`config.mk`:
```
export PLATFORM = sky130hd
export DESIGN_NAME = svr_front
export DESIGN_NICKNAME = d
export VERILOG_FILES = /design/src/rtl/core/svr_pkg.sv /design/src/rtl/core/svr_front.sv
export SDC_FILE = /design/constraint.sdc
export NUM_CORES = 1
export LEC_CHECK = 0
export ABC_AREA = 1
export BUFFER_PORTS_ARGS = -buffer_cell sky130_fd_sc_hd__buf_4
export CORE_MARGIN = 2
export CORE_UTILIZATION = 50
export DETAILED_ROUTE_END_ITERATION = 6
export GPL_TIMING_DRIVEN = 0
export PLACE_DENSITY = 0.74
export SETUP_SLACK_MARGIN = 0.05
export SYNTH_ARGS = -nofsm -noshare
export SYNTH_HDL_FRONTEND = slang
export SYNTH_SLANG_ARGS = --single-unit
```
`constraint.sdc`:
```
create_clock -name i_clk -period 6.91 [get_ports i_clk]
set_input_delay 1.382 -clock i_clk [delete_from_list [all_inputs] [get_ports i_clk]]
set_output_delay 1.382 -clock i_clk [all_outputs]
set_load 0.02 [all_outputs]
```
`src/rtl/core/svr_pkg.sv`:
```
// ----------------------------------------------------------------------------
// svr_pkg: shared definitions of the serial attribute video renderer
// Operation and attribute codes, register indexes, reset values and the
// command record that travels from the front end to the back end.
// ----------------------------------------------------------------------------
package svr_pkg;

    localparam int COLUMNS_DEF      = 40;
    localparam int BITMAP_LINES_DEF = 200;
    localparam int QUEUE_DEPTH_DEF  = 4;

    localparam int STORE_DEPTH = 4096;
    localparam int STORE_AW    = 12;
    localparam int STORE_DW    = 8;

    localparam int CFG_INDEX_W = 1;
    localparam int CFG_DATA_W  = 16;

    // Operation codes.
    localparam logic [1:0] OP_LOAD = 2'd0;
    localparam logic [1:0] OP_LINE = 2'd1;
    localparam logic [1:0] OP_BYTE = 2'd2;

    // Attribute groups, bits 4..3 of an attribute byte.
    localparam logic [1:0] ATTR_FG    = 2'd0;
    localparam logic [1:0] ATTR_STYLE = 2'd1;
    localparam logic [1:0] ATTR_BG    = 2'd2;
    localparam logic [1:0] ATTR_MODE  = 2'd3;

    // Configuration register indexes.
    localparam logic [CFG_INDEX_W-1:0] REG_HIRES_BASE = 1'd0;
    localparam logic [CFG_INDEX_W-1:0] REG_TEXT_BASE  = 1'd1;

    localparam logic [15:0] HIRES_BASE_RST = 16'd40960;
    localparam logic [15:0] TEXT_BASE_RST  = 16'd48000;
    localparam logic [2:0]  MODE_RST       = 3'd2;
    localparam logic [2:0]  FG_RST         = 3'd7;
    localparam logic [2:0]  BG_RST         = 3'd0;

    typedef enum logic [1:0] {
        K_NONE,    // result without pixels
        K_WRITE,   // character store write, result without pixels
        K_DIRECT,  // pixels from data carried in the command
        K_LOOKUP   // pixels from a character store read
    } t_kind;

    typedef struct packed {
        t_kind                kind;
        logic [STORE_AW-1:0]  ram_addr;
        logic [STORE_DW-1:0]  wr_data;
        logic [5:0]           data6;   // pixel bits, or the blank mask for a lookup
        logic [2:0]           fg;
        logic [2:0]           bg;
        logic [15:0]          fetch;
    } t_cmd;

endpackage

```
`src/rtl/core/svr_front.sv`:
```
// ----------------------------------------------------------------------------
// svr_front: item decoder and attribute state
// Accepts items, applies serial attributes, computes the fetch address and
// turns each item into one command for the back end.
// ----------------------------------------------------------------------------
module svr_front #(
    parameter int COLUMNS      = svr_pkg::COLUMNS_DEF,
    parameter int BITMAP_LINES = svr_pkg::BITMAP_LINES_DEF
) (
    input  logic                             i_clk,
    input  logic                             i_rst_n,
    input  logic                             i_cfg_we,
    input  logic [svr_pkg::CFG_INDEX_W-1:0]  i_cfg_index,
    input  logic [svr_pkg::CFG_DATA_W-1:0]   i_cfg_data,
    input  logic                             i_accept,
    input  logic [1:0]                       i_operation,
    input  logic [11:0]                      i_charset_index,
    input  logic [7:0]                       i_charset_value,
    input  logic [7:0]                       i_line_y,
    input  logic                             i_blink_phase,
    input  logic [7:0]                       i_screen_byte,
    output svr_pkg::t_cmd                    o_cmd
);
    import svr_pkg::*;

    localparam int COL_W = $clog2(COLUMNS + 1);

    logic [15:0]      r_hires_base, r_text_base;
    logic [2:0]       r_mode, r_fg, r_bg, r_style, r_row;
    logic             r_hsel, r_blink;
    logic [COL_W-1:0] r_col;
    logic [7:0]       r_line;

    logic [2:0]       n_mode, n_fg, n_bg, n_style, n_row;
    logic             n_hsel, n_blink;
    logic [COL_W-1:0] n_col;
    logic [7:0]       n_line;

    logic        col_ok, is_attr, hires_now, hires_next;
    logic [5:0]  mask;
    logic [15:0] line_off, fetch_next;
    t_cmd        cmd;

    assign col_ok    = r_col < COL_W'(COLUMNS);
    assign is_attr   = (i_screen_byte[6:5] == 2'b00);
    assign mask      = (r_blink || !r_style[2]) ? 6'h3f : 6'h00;
    assign hires_now = (r_line < 8'(BITMAP_LINES)) && r_mode[2];

    always_comb begin
        n_mode  = r_mode;
        n_fg    = r_fg;
        n_bg    = r_bg;
        n_style = r_style;
        n_row   = r_row;
        n_hsel  = r_hsel;
        n_blink = r_blink;
        n_col   = r_col;
        n_line  = r_line;
        if (i_operation == OP_LINE) begin
            n_line  = i_line_y;
            n_blink = i_blink_phase;
            n_fg    = FG_RST;
            n_bg    = BG_RST;
            n_style = 3'd0;
            n_row   = i_line_y[2:0];
            n_col   = '0;
        end else if (i_operation == OP_BYTE && col_ok) begin
            n_col = r_col + COL_W'(1);
            if (is_attr) begin
                unique case (i_screen_byte[4:3])
                    ATTR_FG: n_fg = i_screen_byte[2:0];
                    ATTR_STYLE: begin
                        n_style = i_screen_byte[2:0];
                        n_row   = i_screen_byte[1] ? r_line[3:1] : r_line[2:0];
                    end
                    ATTR_BG: n_bg = i_screen_byte[2:0];
                    default: begin
                        n_mode = i_screen_byte[2:0];
                        n_hsel = i_screen_byte[2];
                    end
                endcase
            end
        end
    end

    // The address follows the state as it stands after this item.
    assign hires_next = (n_line < 8'(BITMAP_LINES)) && n_mode[2];
    assign line_off   = hires_next ? 16'(16'(n_line) * 16'(COLUMNS))
                                   : 16'(16'(n_line[7:3]) * 16'(COLUMNS));
    assign fetch_next = (hires_next ? r_hires_base : r_text_base) + line_off
                        + 16'(n_col);

    always_comb begin
        cmd          = '0;
        cmd.kind     = K_NONE;
        cmd.ram_addr = {r_hsel, r_style[0], i_screen_byte[6:0], r_row};
        unique case (i_operation)
            OP_LOAD: begin
                cmd.kind     = K_WRITE;
                cmd.ram_addr = i_charset_index;
                cmd.wr_data  = i_charset_value;
            end
            OP_LINE: begin
                cmd.fetch = fetch_next;
            end
            OP_BYTE: begin
                if (col_ok) begin
                    cmd.fetch = fetch_next;
                    cmd.fg    = n_fg ^ {3{i_screen_byte[7]}};
                    cmd.bg    = n_bg ^ {3{i_screen_byte[7]}};
                    if (is_attr) begin
                        cmd.kind  = K_DIRECT;
                        cmd.data6 = 6'h00;
                    end else if (hires_now) begin
                        cmd.kind  = K_DIRECT;
                        cmd.data6 = i_screen_byte[5:0] & mask;
                    end else begin
                        cmd.kind  = K_LOOKUP;
                        cmd.data6 = mask;
                    end
                end
            end
            default: cmd.kind = K_NONE;
        endcase
    end

    assign o_cmd = cmd;

    always_ff @(posedge i_clk) begin
        if (!i_rst_n) begin
            r_hires_base <= HIRES_BASE_RST;
            r_text_base  <= TEXT_BASE_RST;
            r_mode       <= MODE_RST;
            r_fg         <= FG_RST;
            r_bg         <= BG_RST;
            r_style      <= 3'd0;
            r_row        <= 3'd0;
            r_hsel       <= 1'b0;
            r_blink      <= 1'b0;
            r_col        <= '0;
            r_line       <= 8'd0;
        end else begin
            if (i_cfg_we) begin
                unique case (i_cfg_index)
                    REG_HIRES_BASE: r_hires_base <= i_cfg_data;
                    REG_TEXT_BASE:  r_text_base  <= i_cfg_data;
                    default: ;
                endcase
            end
            if (i_accept) begin
                r_mode  <= n_mode;
                r_fg    <= n_fg;
                r_bg    <= n_bg;
                r_style <= n_style;
                r_row   <= n_row;
                r_hsel  <= n_hsel;
                r_blink <= n_blink;
                r_col   <= n_col;
                r_line  <= n_line;
            end
        end
    end

endmodule

```
==> impl_metrics.py <==
metrics = {
    "power": {
        "switchingPower_w": 0.000410,
        "power_frac_seq": 0.317,
        "vdd_drop_max_mv": 0.131,
        "pwr-share-clk": 0.336,
        "power.density_nw_per_um2": 195,
        "power.share.switching": 0.343,
        "p_int_w": 0.000785,
        "power_leakage_nw": 3.23,
        "combPwrFrac": 0.347,
    },
    "floorplanning": {
        "coreArea_sq_um": 9330,
        "die_area_sq_um": 10500,
        "rows": 35,
        "die_h_um": 102,
        "ios": 110,
        "start_util": 0.518,
        "dieWidth_um": 102,
    },
    "placement": {
        "gp_congestion": 1.06,
        "dp_hpwl_um": 11400,
        "numPortBuffers": 109,
        "place_inst": 1002,
    },
    "detailed_routing": {
        "drt-total-wl_um": 14400,
        "vias_per_cell": 5.25,
        "first_pass_iters": 5,
        "wl_per_cell_um": 14.1,
        "num_vias": 5345,
        "drtAntennaViolNets": 0,
        "drc": 0,
        "drt_iter0_drc": 294,
    },
    "critical_path": {
        "worstPathMaxFanout": 10,
        "r2r-end": "r_bg[2]",
        "path_common_cell": "nand2_1",
        "crit_required_ns": 5.53,
        "max_stage_delay_ns": 0.38,
        "crit_slowest_cell": "fa_2",
        "critPathLaunchType": "primary input",
        "rr_worst_depth": 6,
        "r2r_start": "r_col[3]",
        "crit_type": "in -> out",
        "regToRegSetupSlack_ns": 5.35,
        "crit_path_end_kind": "output pin",
        "crit_arrival_ns": 5.24,
    },
    "synthesis": {
        "synth.area.top_cells": "dfxtp_1 25%, nand2_1 15%, ha_1 10%",
        "ys.flop_type": "dfxtp_1",
        "synth_seq_area_share": 0.248,
        "synth-seq-cells": 60,
        "synth_area_sq_um": 4830,
        "syn_area_per_cell_sq_um": 6.33,
        "synth_async_sr_flop_share": 0,
        "synth_edf_count": 0,
        "syn_inst": 764,
        "yosysWarnings": 0,
        "syn_nets": 870,
        "synth_top_area_cell": "dfxtp_1",
        "ys_types": 45,
        "synth_top_area_frac": 0.248,
    },
    "finish": {
        "drive_gt1_frac": 0.198,
        "finish.utilization": 0.658,
        "fin_nets": 991,
        "syn2layout_area_growth_pct": 26.9,
        "stdcell_count": 1019,
        "antennaDiodeCount": 0,
    },
    "sta": {
        "fin_crit_ns": 6.62,
        "finClkSkew_ns": 0.00926,
        "worst_pin_slew_ns": 0.711,
        "finalHoldViolations": 0,
        "fin_setup_tns_ns": 0,
        "rsz0062_at_grt": "true",
        "finalMaxSlewViolations": 0,
        "final-setup-viol-count": 0,
        "max_freq_ghz": 0.151,
        "post-route-period-util": 0.958,
        "relSlewSlack": 0.524,
    },
    "run": {
        "cap_violations": 0,
    },
    "clock_network": {
        "clk_latency_ns": 0.34,
        "clock-sinks": 60,
        "cts_buffers": 9,
        "clkTransAtPathRegs_ns": 0.07,
        "cts_root_buf": "clkbuf_8",
        "htreeDepth": 3,
        "clock_path_buffers": 2,
        "cts_tree": "built",
    },
    "outcome": {
        "status": "finished, final reports clean",
    },
    "hold_path": {
        "min_path_cells": 2,
        "hold_end": "r_row[2]",
        "min-delay-start": "r_row[2]",
        "hold_path_class": "reg -> reg",
    },
    "global_routing": {
        "grt_max_degree": 11,
        "antenna_found_initial": 0,
        "grt_pass1_wl_um": 23400,
        "grt_pass1_vias": 4972,
        "grt_usage": 0.284,
        "grt-ovfl-total": 0,
    },
}
-- synthesized netlist by cell type, types with 8 or more instances --
cell and number:
nor3_1 10, nand2_2 8, inv_1 87, a21oi_1 62, nor2_1 99, nand3_1 32, clkbuf_1 15, dfxtp_1 60
ha_1 40, nand2_1 194, o21ai_0 83
-- cells in the final DEF (no fill, tap or decap), types with 3 or more instances in the layout --
| cell | n |
|---|---|
| inv_1 | 87 |
| nor2_4 | 3 |
| a21oi_1 | 60 |
| o21a_1 | 3 |
| nand3_1 | 32 |
| xnor2_1 | 3 |
| ha_1 | 38 |
| o21ai_0 | 82 |
| nor3_1 | 8 |
| nand4_1 | 3 |
| buf_4 | 112 |
| nand2_1 | 194 |
| nand2_2 | 8 |
| o211ai_1 | 3 |
| bufinv_16 | 3 |
| clkbuf_1 | 15 |
| o21ai_1 | 6 |
| nor2_2 | 4 |
| fa_1 | 4 |
| nor2_1 | 97 |
| inv_2 | 4 |
| a211oi_1 | 4 |
| nor3_2 | 3 |
| dfxtp_1 | 60 |
| clkbuf_8 | 12 |
| o21ai_2 | 5 |
-- timing repair --
action | 4_1_cts | 5_1_grt
pin swaps | 0 | 1
setup endpoints to repair | 5 | 5
resized for setup | 5 | 13
hold buffers | 0 | 0
setup buffers | 0 | 1
-- how the worst max path moves through the flow --
stage              startpoint         to  slack (ns)
5_1_grt        i_operation[1]  o_cmd[15]       -0.02
3_5_place_dp   i_operation[1]  o_cmd[15]       -0.31
6_report       i_operation[1]  o_cmd[15]        0.29
3_3_place_gp   i_operation[1]  o_cmd[15]       -0.29
4_1_cts        i_operation[1]  o_cmd[15]        0.08
2_1_floorplan  i_operation[1]  o_cmd[15]        0.48
-- metrics by stage --
| stage | hold WS [ns] | cell area (sq um) | power, W | setup slack (ns) |
|---|---|---|---|---|
| final | 0.459 | 6130 | 0.00120 | 0.291 |
| after global routing | 0.482 | 6130 | 0.00126 | -0.0247 |
| after CTS | 0.460 | 6080 | 0.00119 | 0.0756 |
| after detailed placement | 0.447 | 5810 | 0.000782 | -0.312 |
| after global placement | 0.440 | 5810 | 0.000777 | -0.292 |
| after floorplan | 0.424 | 4830 | 0.000647 | 0.484 |
-- worst max-delay path: cells and delay by family --
kind	cells	cell delay, ns
multiplexers	1	0.21
AND/OR/NAND/NOR	11	0.78
buffers and inverters	6	0.76
AO/OA/AOI/OAI	3	0.45
adder cells (fa/ha/maj)	6	1.65
-- power groups by stage --
stage / registers (W) / clock network, W / logic [W]
finish: 0.000379 / 0.000402 / 0.000414
global route: 0.000382 / 0.000421 / 0.000462
CTS: 0.000379 / 0.000407 / 0.000401
detailed placement: 0.000387 / 0 / 0.000396
global placement: 0.000386 / 0 / 0.000391
floorplan: 0.000384 / 0 / 0.000263
-- routing by layer --
metal  GRT usage  share of wire  vias up
li1            -              -     2721
met1       0.386           0.45     2452
met2       0.480           0.48      153
met3      0.0328          0.060       19
met4      0.0718          0.011        0
met5           0              0        -
-- flip-flops by register name (all words and copies together), names as in the netlist --
register	cells
r_row	3
r_col	6
r_fg	3
r_bg	3
r_blink	1
r_hsel	1
r_hires_base	16
r_line	8
r_style	2
r_text_base	16
r_mode	1
-- logic make-up after synthesis --
family	count (synthesis)	synth area share
multiplexers	4	0.00854
AND/OR/NAND/NOR	360	0.317
buffers and inverters	118	0.0999
XOR/XNOR	3	0.00544
AO/OA/AOI/OAI	173	0.193
adder cells (fa/ha/maj)	46	0.128
flip-flops	60	0.248
-- area by class of cell --
type | count | area, sq um
multi-input cells | 586 | 3200
fillers | 877 | 3190
flip-flops and latches | 60 | 1200
repair buffers | 110 | 826
inverters | 93 | 352
well taps | 129 | 161
clock buffers | 12 | 155
plain buffers | 25 | 144
clock inverters | 4 | 95.1
No activity file was read; power rests on OpenSTA's default activity.
