<file path="config.mk">
export PLATFORM = sky130hd
export DESIGN_NAME = svr_queue
export DESIGN_NICKNAME = d
export VERILOG_FILES = /design/src/rtl/core/svr_pkg.sv /design/src/rtl/core/svr_queue.sv
export SDC_FILE = /design/constraint.sdc
export NUM_CORES = 1
export LEC_CHECK = 0
export BUFFER_PORTS_ARGS = -buffer_cell sky130_fd_sc_hd__buf_2
export CORE_MARGIN = 5
export CORE_UTILIZATION = 40
export CTS_BUF_LIST = sky130_fd_sc_hd__clkbuf_2
export DETAILED_ROUTE_END_ITERATION = 10
export HOLD_SLACK_MARGIN = 0.08
export PLACE_DENSITY_LB_ADDON = 0.08
export SETUP_SLACK_MARGIN = 0.05
export SLEW_MARGIN = 20
export SYNTH_ARGS = -nofsm -noshare
export SYNTH_HDL_FRONTEND = slang
export SYNTH_SLANG_ARGS = --single-unit
</file>
<file path="constraint.sdc">
create_clock -name i_clk -period 6.2 [get_ports i_clk]
set_clock_uncertainty 0.2 [all_clocks]
set_input_delay 0.93 -clock i_clk [delete_from_list [all_inputs] [get_ports i_clk]]
set_output_delay 0.93 -clock i_clk [all_outputs]
set_load 0.05 [all_outputs]
</file>
<file path="src/rtl/core/svr_pkg.sv">
// ----------------------------------------------------------------------------
// svr_pkg: shared definitions of the serial attribute video renderer
// Operation and attribute codes, register indexes, reset values and the
// command record that travels from the front end to the back end.
// ----------------------------------------------------------------------------
package svr_pkg;

    localparam int COLUMNS_DEF      = 40;
    localparam int BITMAP_LINES_DEF = 200;
    localparam int QUEUE_DEPTH_DEF  = 4;

    localparam int STORE_DEPTH = 4096;
    localparam int STORE_AW    = 12;
    localparam int STORE_DW    = 8;

    localparam int CFG_INDEX_W = 1;
    localparam int CFG_DATA_W  = 16;

    // Operation codes.
    localparam logic [1:0] OP_LOAD = 2'd0;
    localparam logic [1:0] OP_LINE = 2'd1;
    localparam logic [1:0] OP_BYTE = 2'd2;

    // Attribute groups, bits 4..3 of an attribute byte.
    localparam logic [1:0] ATTR_FG    = 2'd0;
    localparam logic [1:0] ATTR_STYLE = 2'd1;
    localparam logic [1:0] ATTR_BG    = 2'd2;
    localparam logic [1:0] ATTR_MODE  = 2'd3;

    // Configuration register indexes.
    localparam logic [CFG_INDEX_W-1:0] REG_HIRES_BASE = 1'd0;
    localparam logic [CFG_INDEX_W-1:0] REG_TEXT_BASE  = 1'd1;

    localparam logic [15:0] HIRES_BASE_RST = 16'd40960;
    localparam logic [15:0] TEXT_BASE_RST  = 16'd48000;
    localparam logic [2:0]  MODE_RST       = 3'd2;
    localparam logic [2:0]  FG_RST         = 3'd7;
    localparam logic [2:0]  BG_RST         = 3'd0;

    typedef enum logic [1:0] {
        K_NONE,    // result without pixels
        K_WRITE,   // character store write, result without pixels
        K_DIRECT,  // pixels from data carried in the command
        K_LOOKUP   // pixels from a character store read
    } t_kind;

    typedef struct packed {
        t_kind                kind;
        logic [STORE_AW-1:0]  ram_addr;
        logic [STORE_DW-1:0]  wr_data;
        logic [5:0]           data6;   // pixel bits, or the blank mask for a lookup
        logic [2:0]           fg;
        logic [2:0]           bg;
        logic [15:0]          fetch;
    } t_cmd;

endpackage

</file>
<file path="src/rtl/core/svr_queue.sv">
// ----------------------------------------------------------------------------
// svr_queue: command queue between front end and back end
// A small register FIFO; full and empty come straight from the count.
// ----------------------------------------------------------------------------
module svr_queue #(
    parameter int DEPTH = svr_pkg::QUEUE_DEPTH_DEF
) (
    input  logic          i_clk,
    input  logic          i_rst_n,
    input  logic          i_push,
    input  svr_pkg::t_cmd i_cmd,
    input  logic          i_pop,
    output logic          o_full,
    output logic          o_valid,
    output svr_pkg::t_cmd o_cmd
);
    import svr_pkg::*;

    localparam int PTR_W = (DEPTH > 1) ? $clog2(DEPTH) : 1;
    localparam int CNT_W = $clog2(DEPTH + 1);

    t_cmd             r_mem [DEPTH];
    logic [PTR_W-1:0] r_wr, r_rd;
    logic [CNT_W-1:0] r_cnt;

    function automatic logic [PTR_W-1:0] wrap_inc(input logic [PTR_W-1:0] p);
        return (p == PTR_W'(DEPTH - 1)) ? '0 : p + PTR_W'(1);
    endfunction

    assign o_full  = (r_cnt == CNT_W'(DEPTH));
    assign o_valid = (r_cnt != '0);
    assign o_cmd   = r_mem[r_rd];

    always_ff @(posedge i_clk) begin
        if (i_push) begin
            r_mem[r_wr] <= i_cmd;
        end
    end

    always_ff @(posedge i_clk) begin
        if (!i_rst_n) begin
            r_wr  <= '0;
            r_rd  <= '0;
            r_cnt <= '0;
        end else begin
            if (i_push) begin
                r_wr <= wrap_inc(r_wr);
            end
            if (i_pop) begin
                r_rd <= wrap_inc(r_rd);
            end
            if (i_push && !i_pop) begin
                r_cnt <= r_cnt + CNT_W'(1);
            end else if (!i_push && i_pop) begin
                r_cnt <= r_cnt - CNT_W'(1);
            end
        end
    end

endmodule

</file>
==> impl_metrics.yaml, run 1 <==
drt:
  drc: 0
  wl_per_cell_um: 19.0
  routed_wl_mm: 14.6
  ant_nets: 0
  dr.pass1.iters: 4
  vias_per_cell: 4.80
  num_vias: 3690
  drtIter0Drc: 126
worst_setup_path:
  cp_slowest_cell: "dfxtp_4"
  crit_type: "flip-flop to output port"
  cp_num_buf_inv: 2
  cp.arrival_ns: 2.86
  start_kind: "flip-flop"
  cp_max_fo: 27
  critical_path.max_stage_delay_ns: 0.68
  end_kind: "output port"
  path_cells: "buf_4 -> mux4_2 -> buf_2"
  cpLargestDelayFamily: "buffers and inverters"
  required_ns: 5.07
finish:
  area_growth_pct: 18.0
  final_core_util_pct: 48.3
  nNetsFinal: 539
  drive_gt1_share_pct: 48.8
  fin_cells: 768
floorplanning:
  rows: 50
  dieWidth_um: 149
  die-area_mm2: 0.0222
  core_mm2: 0.0189
  io_pins: 106
  start_util_pct: 40.9
  fp.dieH_um: 149
timing:
  drv_slew: 0
  rsz0062_at_grt: "false"
  worst_pin_slew_ns: 0.800
  fmax_ghz: 0.250
  finalHoldViolations: 0
  setup_viol: 0
  period_minus_slack_ns: 3.99
  setup_tns_ns: 0
  finalCritPeriodShare_pct: 64.4
  max_slew_margin_pct: 46.7
logic_synthesis:
  synth_top_cells_by_area: "edfxtp_1, mux4_2, dfxtp_1"
  netlist_instances: 306
  synth_top_cell_area_share_pct: 77.7
  ys.flop_type: "edfxtp_1"
  yosys_warnings: 0
  yosys-top-cells-count: "edfxtp_1, mux4_2, dfxtp_1"
  yosys_register_bits: 209
  synthesis.area_mm2: 0.00773
  yosysSeqAreaShare_pct: 80.0
  avgSynthCellArea_um2: 25.3
  yosys.area.top_type: "edfxtp_1"
  ys_async_sr_fraction_pct: 0
  yosysMostFrequentCell: "edfxtp_1"
  synth-edff-count: 200
  synth_nets: 367
  yosysUniqueCellTypes: 22
clock_network:
  numCtsBuffers: 52
  cts_tree: "done"
  worst_skew_pair.late_latency_ns: 0.73
  cts_sinks: 209
  cts_buffer_depth: 3
  root_buffer: "clkbuf_2"
  htree_levels: 2
  clk_pin_slew_worst_paths_ns: 0.10
worst_hold_path:
  min_path_type: "input pin to flip-flop"
placed_design:
  io_buffers: 105
  dpl.cell_count: 665
  gp_congestion: 0.685
  post-dp-hpwl_mm: 8.01
global_route:
  grt_antenna_before_repair: 1
  track_usage_pct: 13.6
  grt_pass1_wl_mm: 22.8
  grt_pass1_vias: 4073
  overflow: 0
  grt_max_degree: 51
run:
  max_cap_violations: 0
power:
  peakVddDrop_mv: 0.190
  powerDensity_mw_per_mm2: 319
  finalPower_mw: 2.91
  p_leak_nw: 3.20
outcome:
  status: "complete, no violations"
==> logic make-up after synthesis <==
kind of cell,Yosys count,synth area share (%)
DFF,209,80.0
muxes,54,15.1
buffers and inverters,16,2.01
and+or+nand+nor,15,1.18
adders and majority gates,7,1.23
AOI/OAI and AO/OA,3,0.259
xor gates and xnor gates,2,0.227
==> layer usage <==
layer / global-route usage [%] / part of all wire (%) / vias to the layer above
met3: 4.56 / 7.1 / 29
li1: - / - / 1671
met4: 5.08 / 2.0 / 0
met5: 0 / 0 / -
met2: 21.1 / 48 / 134
met1: 17.9 / 43 / 1856
==> flip-flops by register name, indices dropped and copies added (netlist names), named ones only <==
| register | flops |
|---|---|
| r_wr | 2 |
| r_rd | 2 |
| r_mem | 200 |
| r_cnt | 3 |
==> cell usage in the layout, fill, tap and decap left out, types with 4 or more instances in the layout <==
| cell type | Yosys | routed |
|---|---|---|
| and2_2 | 0 | 4 |
| nor2b_1 | 5 | 5 |
| buf_2 | 5 | 105 |
| dlygate4sd3_1 | 0 | 19 |
| mux2i_1 | 4 | 4 |
| dfxtp_1 | 9 | 7 |
| edfxtp_1 | 200 | 200 |
| mux4_2 | 50 | 50 |
| clkbuf_2 | 0 | 78 |
| buf_4 | 0 | 6 |
| inv_1 | 4 | 4 |
| ha_1 | 6 | 6 |
==> cell type report <==
class | instances | area [um2]
Clock buffer | 78 | 390
Antenna cell | 2 | 5.00
Tap cell | 260 | 325
Clock inverter | 4 | 41.3
Multi-Input combinational cell | 81 | 1400
Fill cell | 1642 | 9770
Sequential cell | 209 | 6190
Inverter | 4 | 15.0
Timing Repair Buffer | 130 | 761
==> through the flow <==
stage	cell area, um2	hold slack, ns	setup WS (ns)
after floorplan	7730	0.267	3.46
after global placement	8500	0.296	2.86
after detailed placement	8500	0.300	2.86
after CTS	9120	0.0808	1.98
after global routing	9120	0.0825	1.85
final	9120	0.192	2.21
==> repair_timing <==
action | in CTS | in global routing
hold buffers | 19 | 0
setup buffers | 0 | 0
endpoints found under the hold margin | 59 | 0
resized for setup | 0 | 0
==> worst paths after layout <==
path	start	endpoint	slack, ns	cells past startpoint
setup / recovery	flip-flop	o_cmd[8]	2.21	3
hold / removal	i_cmd[48]	r_mem[2][48]$_DFFE_PP_	0.19	1
setup reg to reg	r_wr[0]$_SDFFE_PN0P_	r_mem[0][43]$_DFFE_PP_	4.24	4
hold reg to reg	r_cnt[2]$_SDFFE_PN0P_	r_cnt[2]$_SDFFE_PN0P_	0.31	2
==> power breakdown <==
group | total, mW | leakage, nW | internal (mW) | switching, mW
clock | 0.858 | 0.346 | 0.365 | 0.492
combinational | 0.412 | 0.938 | 0.128 | 0.283
sequential | 1.64 | 1.91 | 1.61 | 0.0229
==> worst register-to-register path: cells and delay by family (launching register included) <==
kind	cells	cell delay (ns)
flops	1	0.36
simple gates	1	0.13
buf+inv	2	0.71
fa+ha+maj	1	0.14
Power figures use the tool's default switching activity.
==> run 2, diff against run 1 <==
Clock period 6.2 ns to 3.4 ns, I/O delays scaled along.
==> impl_metrics.yaml, run 2 (synthesis gave the netlist of run 1 again) <==
timing:
  worst_slack_ns: 0.322
  worst_pin_slew_ns: 0.627
  hold_slack_ns: 0.299
  setup_viol: 0
  finalHoldViolations: 0
  drv_slew: 0
  max_slew_margin_pct: 58.2
  setup_tns_ns: 0
  finalCritPeriodShare_pct: 90.5
  period_minus_slack_ns: 3.08
  rsz0062_at_grt: "false"
  fmax_ghz: 0.325
clock_network:
  htree_levels: 2
  worst_skew_pair.late_latency_ns: 0.73
  clk_pin_slew_worst_paths_ns: 0.10
  ctsResizeCount: 0
  numCtsBuffers: 52
  cts_buffer_depth: 3
  root_buffer: "clkbuf_2"
  cts_sinks: 209
  cts_tree: "done"
global_route:
  overflow: 0
  use_met2_pct: 22.2
  grt_max_degree: 51
  met1_usage_pct: 16.3
  grt.busiest_layer: "met2"
  grt_pass1_wl_mm: 22.7
  grt_pass1_vias: 4276
  grt_antenna_before_repair: 1
  track_usage_pct: 13.4
  gr-usage-met3_pct: 4.04
floorplanning:
  core_mm2: 0.0189
  fp.dieH_um: 149
  io_pins: 106
  die-area_mm2: 0.0222
  rows: 50
  dieWidth_um: 149
  start_util_pct: 40.9
worst_hold_path:
  min_path_type: "input pin to flip-flop"
  holdPathStages: 2
worst_setup_path:
  cp_num_buf_inv: 2
  crit_cells: 3
  required_ns: 2.69
  crit_path_end: "o_cmd[8]"
  cp_slowest_cell: "mux4_2"
  critical_path.max_stage_delay_ns: 0.57
  r2r_setup_slack_ns: 1.43
  crit_type: "flip-flop to output port"
  path_cells: "buf_12 -> mux4_2 -> buf_2"
  end_kind: "output port"
  start_kind: "flip-flop"
  cpLargestDelayFamily: "multiplexers"
  timing.rr.start: "r_wr[0]$_SDFFE_PN0P_"
  cp.arrival_ns: 2.37
  cp_max_fo: 30
  ff2ff_path_depth: 4
  reg2reg_to: "r_mem[0][44]$_DFFE_PP_"
placed_design:
  dp_slack_ns: 1.03
  gp_congestion: 0.697
  post-dp-hpwl_mm: 8.28
  dpl.cell_count: 666
  io_buffers: 105
finish:
  drive_gt1_share_pct: 46.0
  nNetsFinal: 574
  fin_cells: 802
  multiInputGateArea_mm2: 0.00140
  largest_reg_flops: 200
  area_growth_pct: 23.5
  final_cell_mix: "edfxtp_1, buf_2, clkbuf_2"
  top_regs: "r_mem (200), r_cnt (3)"
  regMostFlops: "r_mem"
  seqCellArea_mm2: 0.00619
  nFillCells: 1605
  final_common_cell: "edfxtp_1"
drt:
  ant_nets: 0
  drtIter0Drc: 177
  dr.pass1.iters: 4
  drc: 0
  wl_per_cell_um: 18.2
  vias_per_cell: 4.72
  routed_wl_mm: 14.6
  num_vias: 3783
power:
  p_leak_nw: 3.36
  powerDensity_mw_per_mm2: 560
  peakVddDrop_mv: 0.262
run:
  max_cap_violations: 0
outcome:
  status: "complete, no violations"
run 2: changes by cell type in the layout (fill, tap and decap cells not counted), sizes merged:
| cell | delta |
|---|---|
| diode | -1 |
| dlygate4sd3 | +34 |
| buf | +1 |
run 2: power by group:
part	leakage [nW]	switching, mW	internal [mW]
sequential	1.91	0.0360	2.94
clock	0.348	0.899	0.667
combinational	1.10	0.531	0.271
total	3.36	1.47	3.88
run 2: routing by layer:
layer  wire length, um  part of all wire [%]
met1              6020                    41
met2              7300                    50
met3               927                   6.3
met4               372                   2.5
met5                 0                     0
run 2: what timing repair did:
item | in CTS | in global routing
endpoints found under the hold margin | 209 | 0
hold buffers | 53 | 0
buffers inserted | 0 | 0
run 2: worst min-delay path by stage:
stage                          startpoint                     end
finish                          i_cmd[25]  r_mem[1][25]$_DFFE_PP_
CTS                             i_cmd[28]  r_mem[3][28]$_DFFE_PP_
global placement    r_cnt[2]$_SDFFE_PN0P_   r_cnt[2]$_SDFFE_PN0P_
global route                    i_cmd[15]  r_mem[1][15]$_DFFE_PP_
detailed placement  r_cnt[2]$_SDFFE_PN0P_   r_cnt[2]$_SDFFE_PN0P_
floorplan           r_cnt[2]$_SDFFE_PN0P_   r_cnt[2]$_SDFFE_PN0P_
run 2: area by class of cell:
cell class | count | share of cell area, %
multi-input cells | 81 | 14.6
clock buffers | 78 | 4.09
repair buffers | 165 | 12.4
clock inverters | 4 | 0.446
inverters | 4 | 0.157
well taps | 260 | 3.41
flip-flops and latches | 209 | 64.9
diodes | 1 | 0.0262
run 2: through the flow:
| step | total power, mW | util (%) | area (um2) |
|---|---|---|---|
| after floorplan | 3.60 | - | 7730 |
| after global placement | 3.80 | 45.4 | 8580 |
| after detailed placement | 3.81 | 45.4 | 8580 |
| after CTS | 5.46 | 50.5 | 9540 |
| after global routing | 5.63 | 50.5 | 9550 |
| final | 5.35 | 50.5 | 9550 |
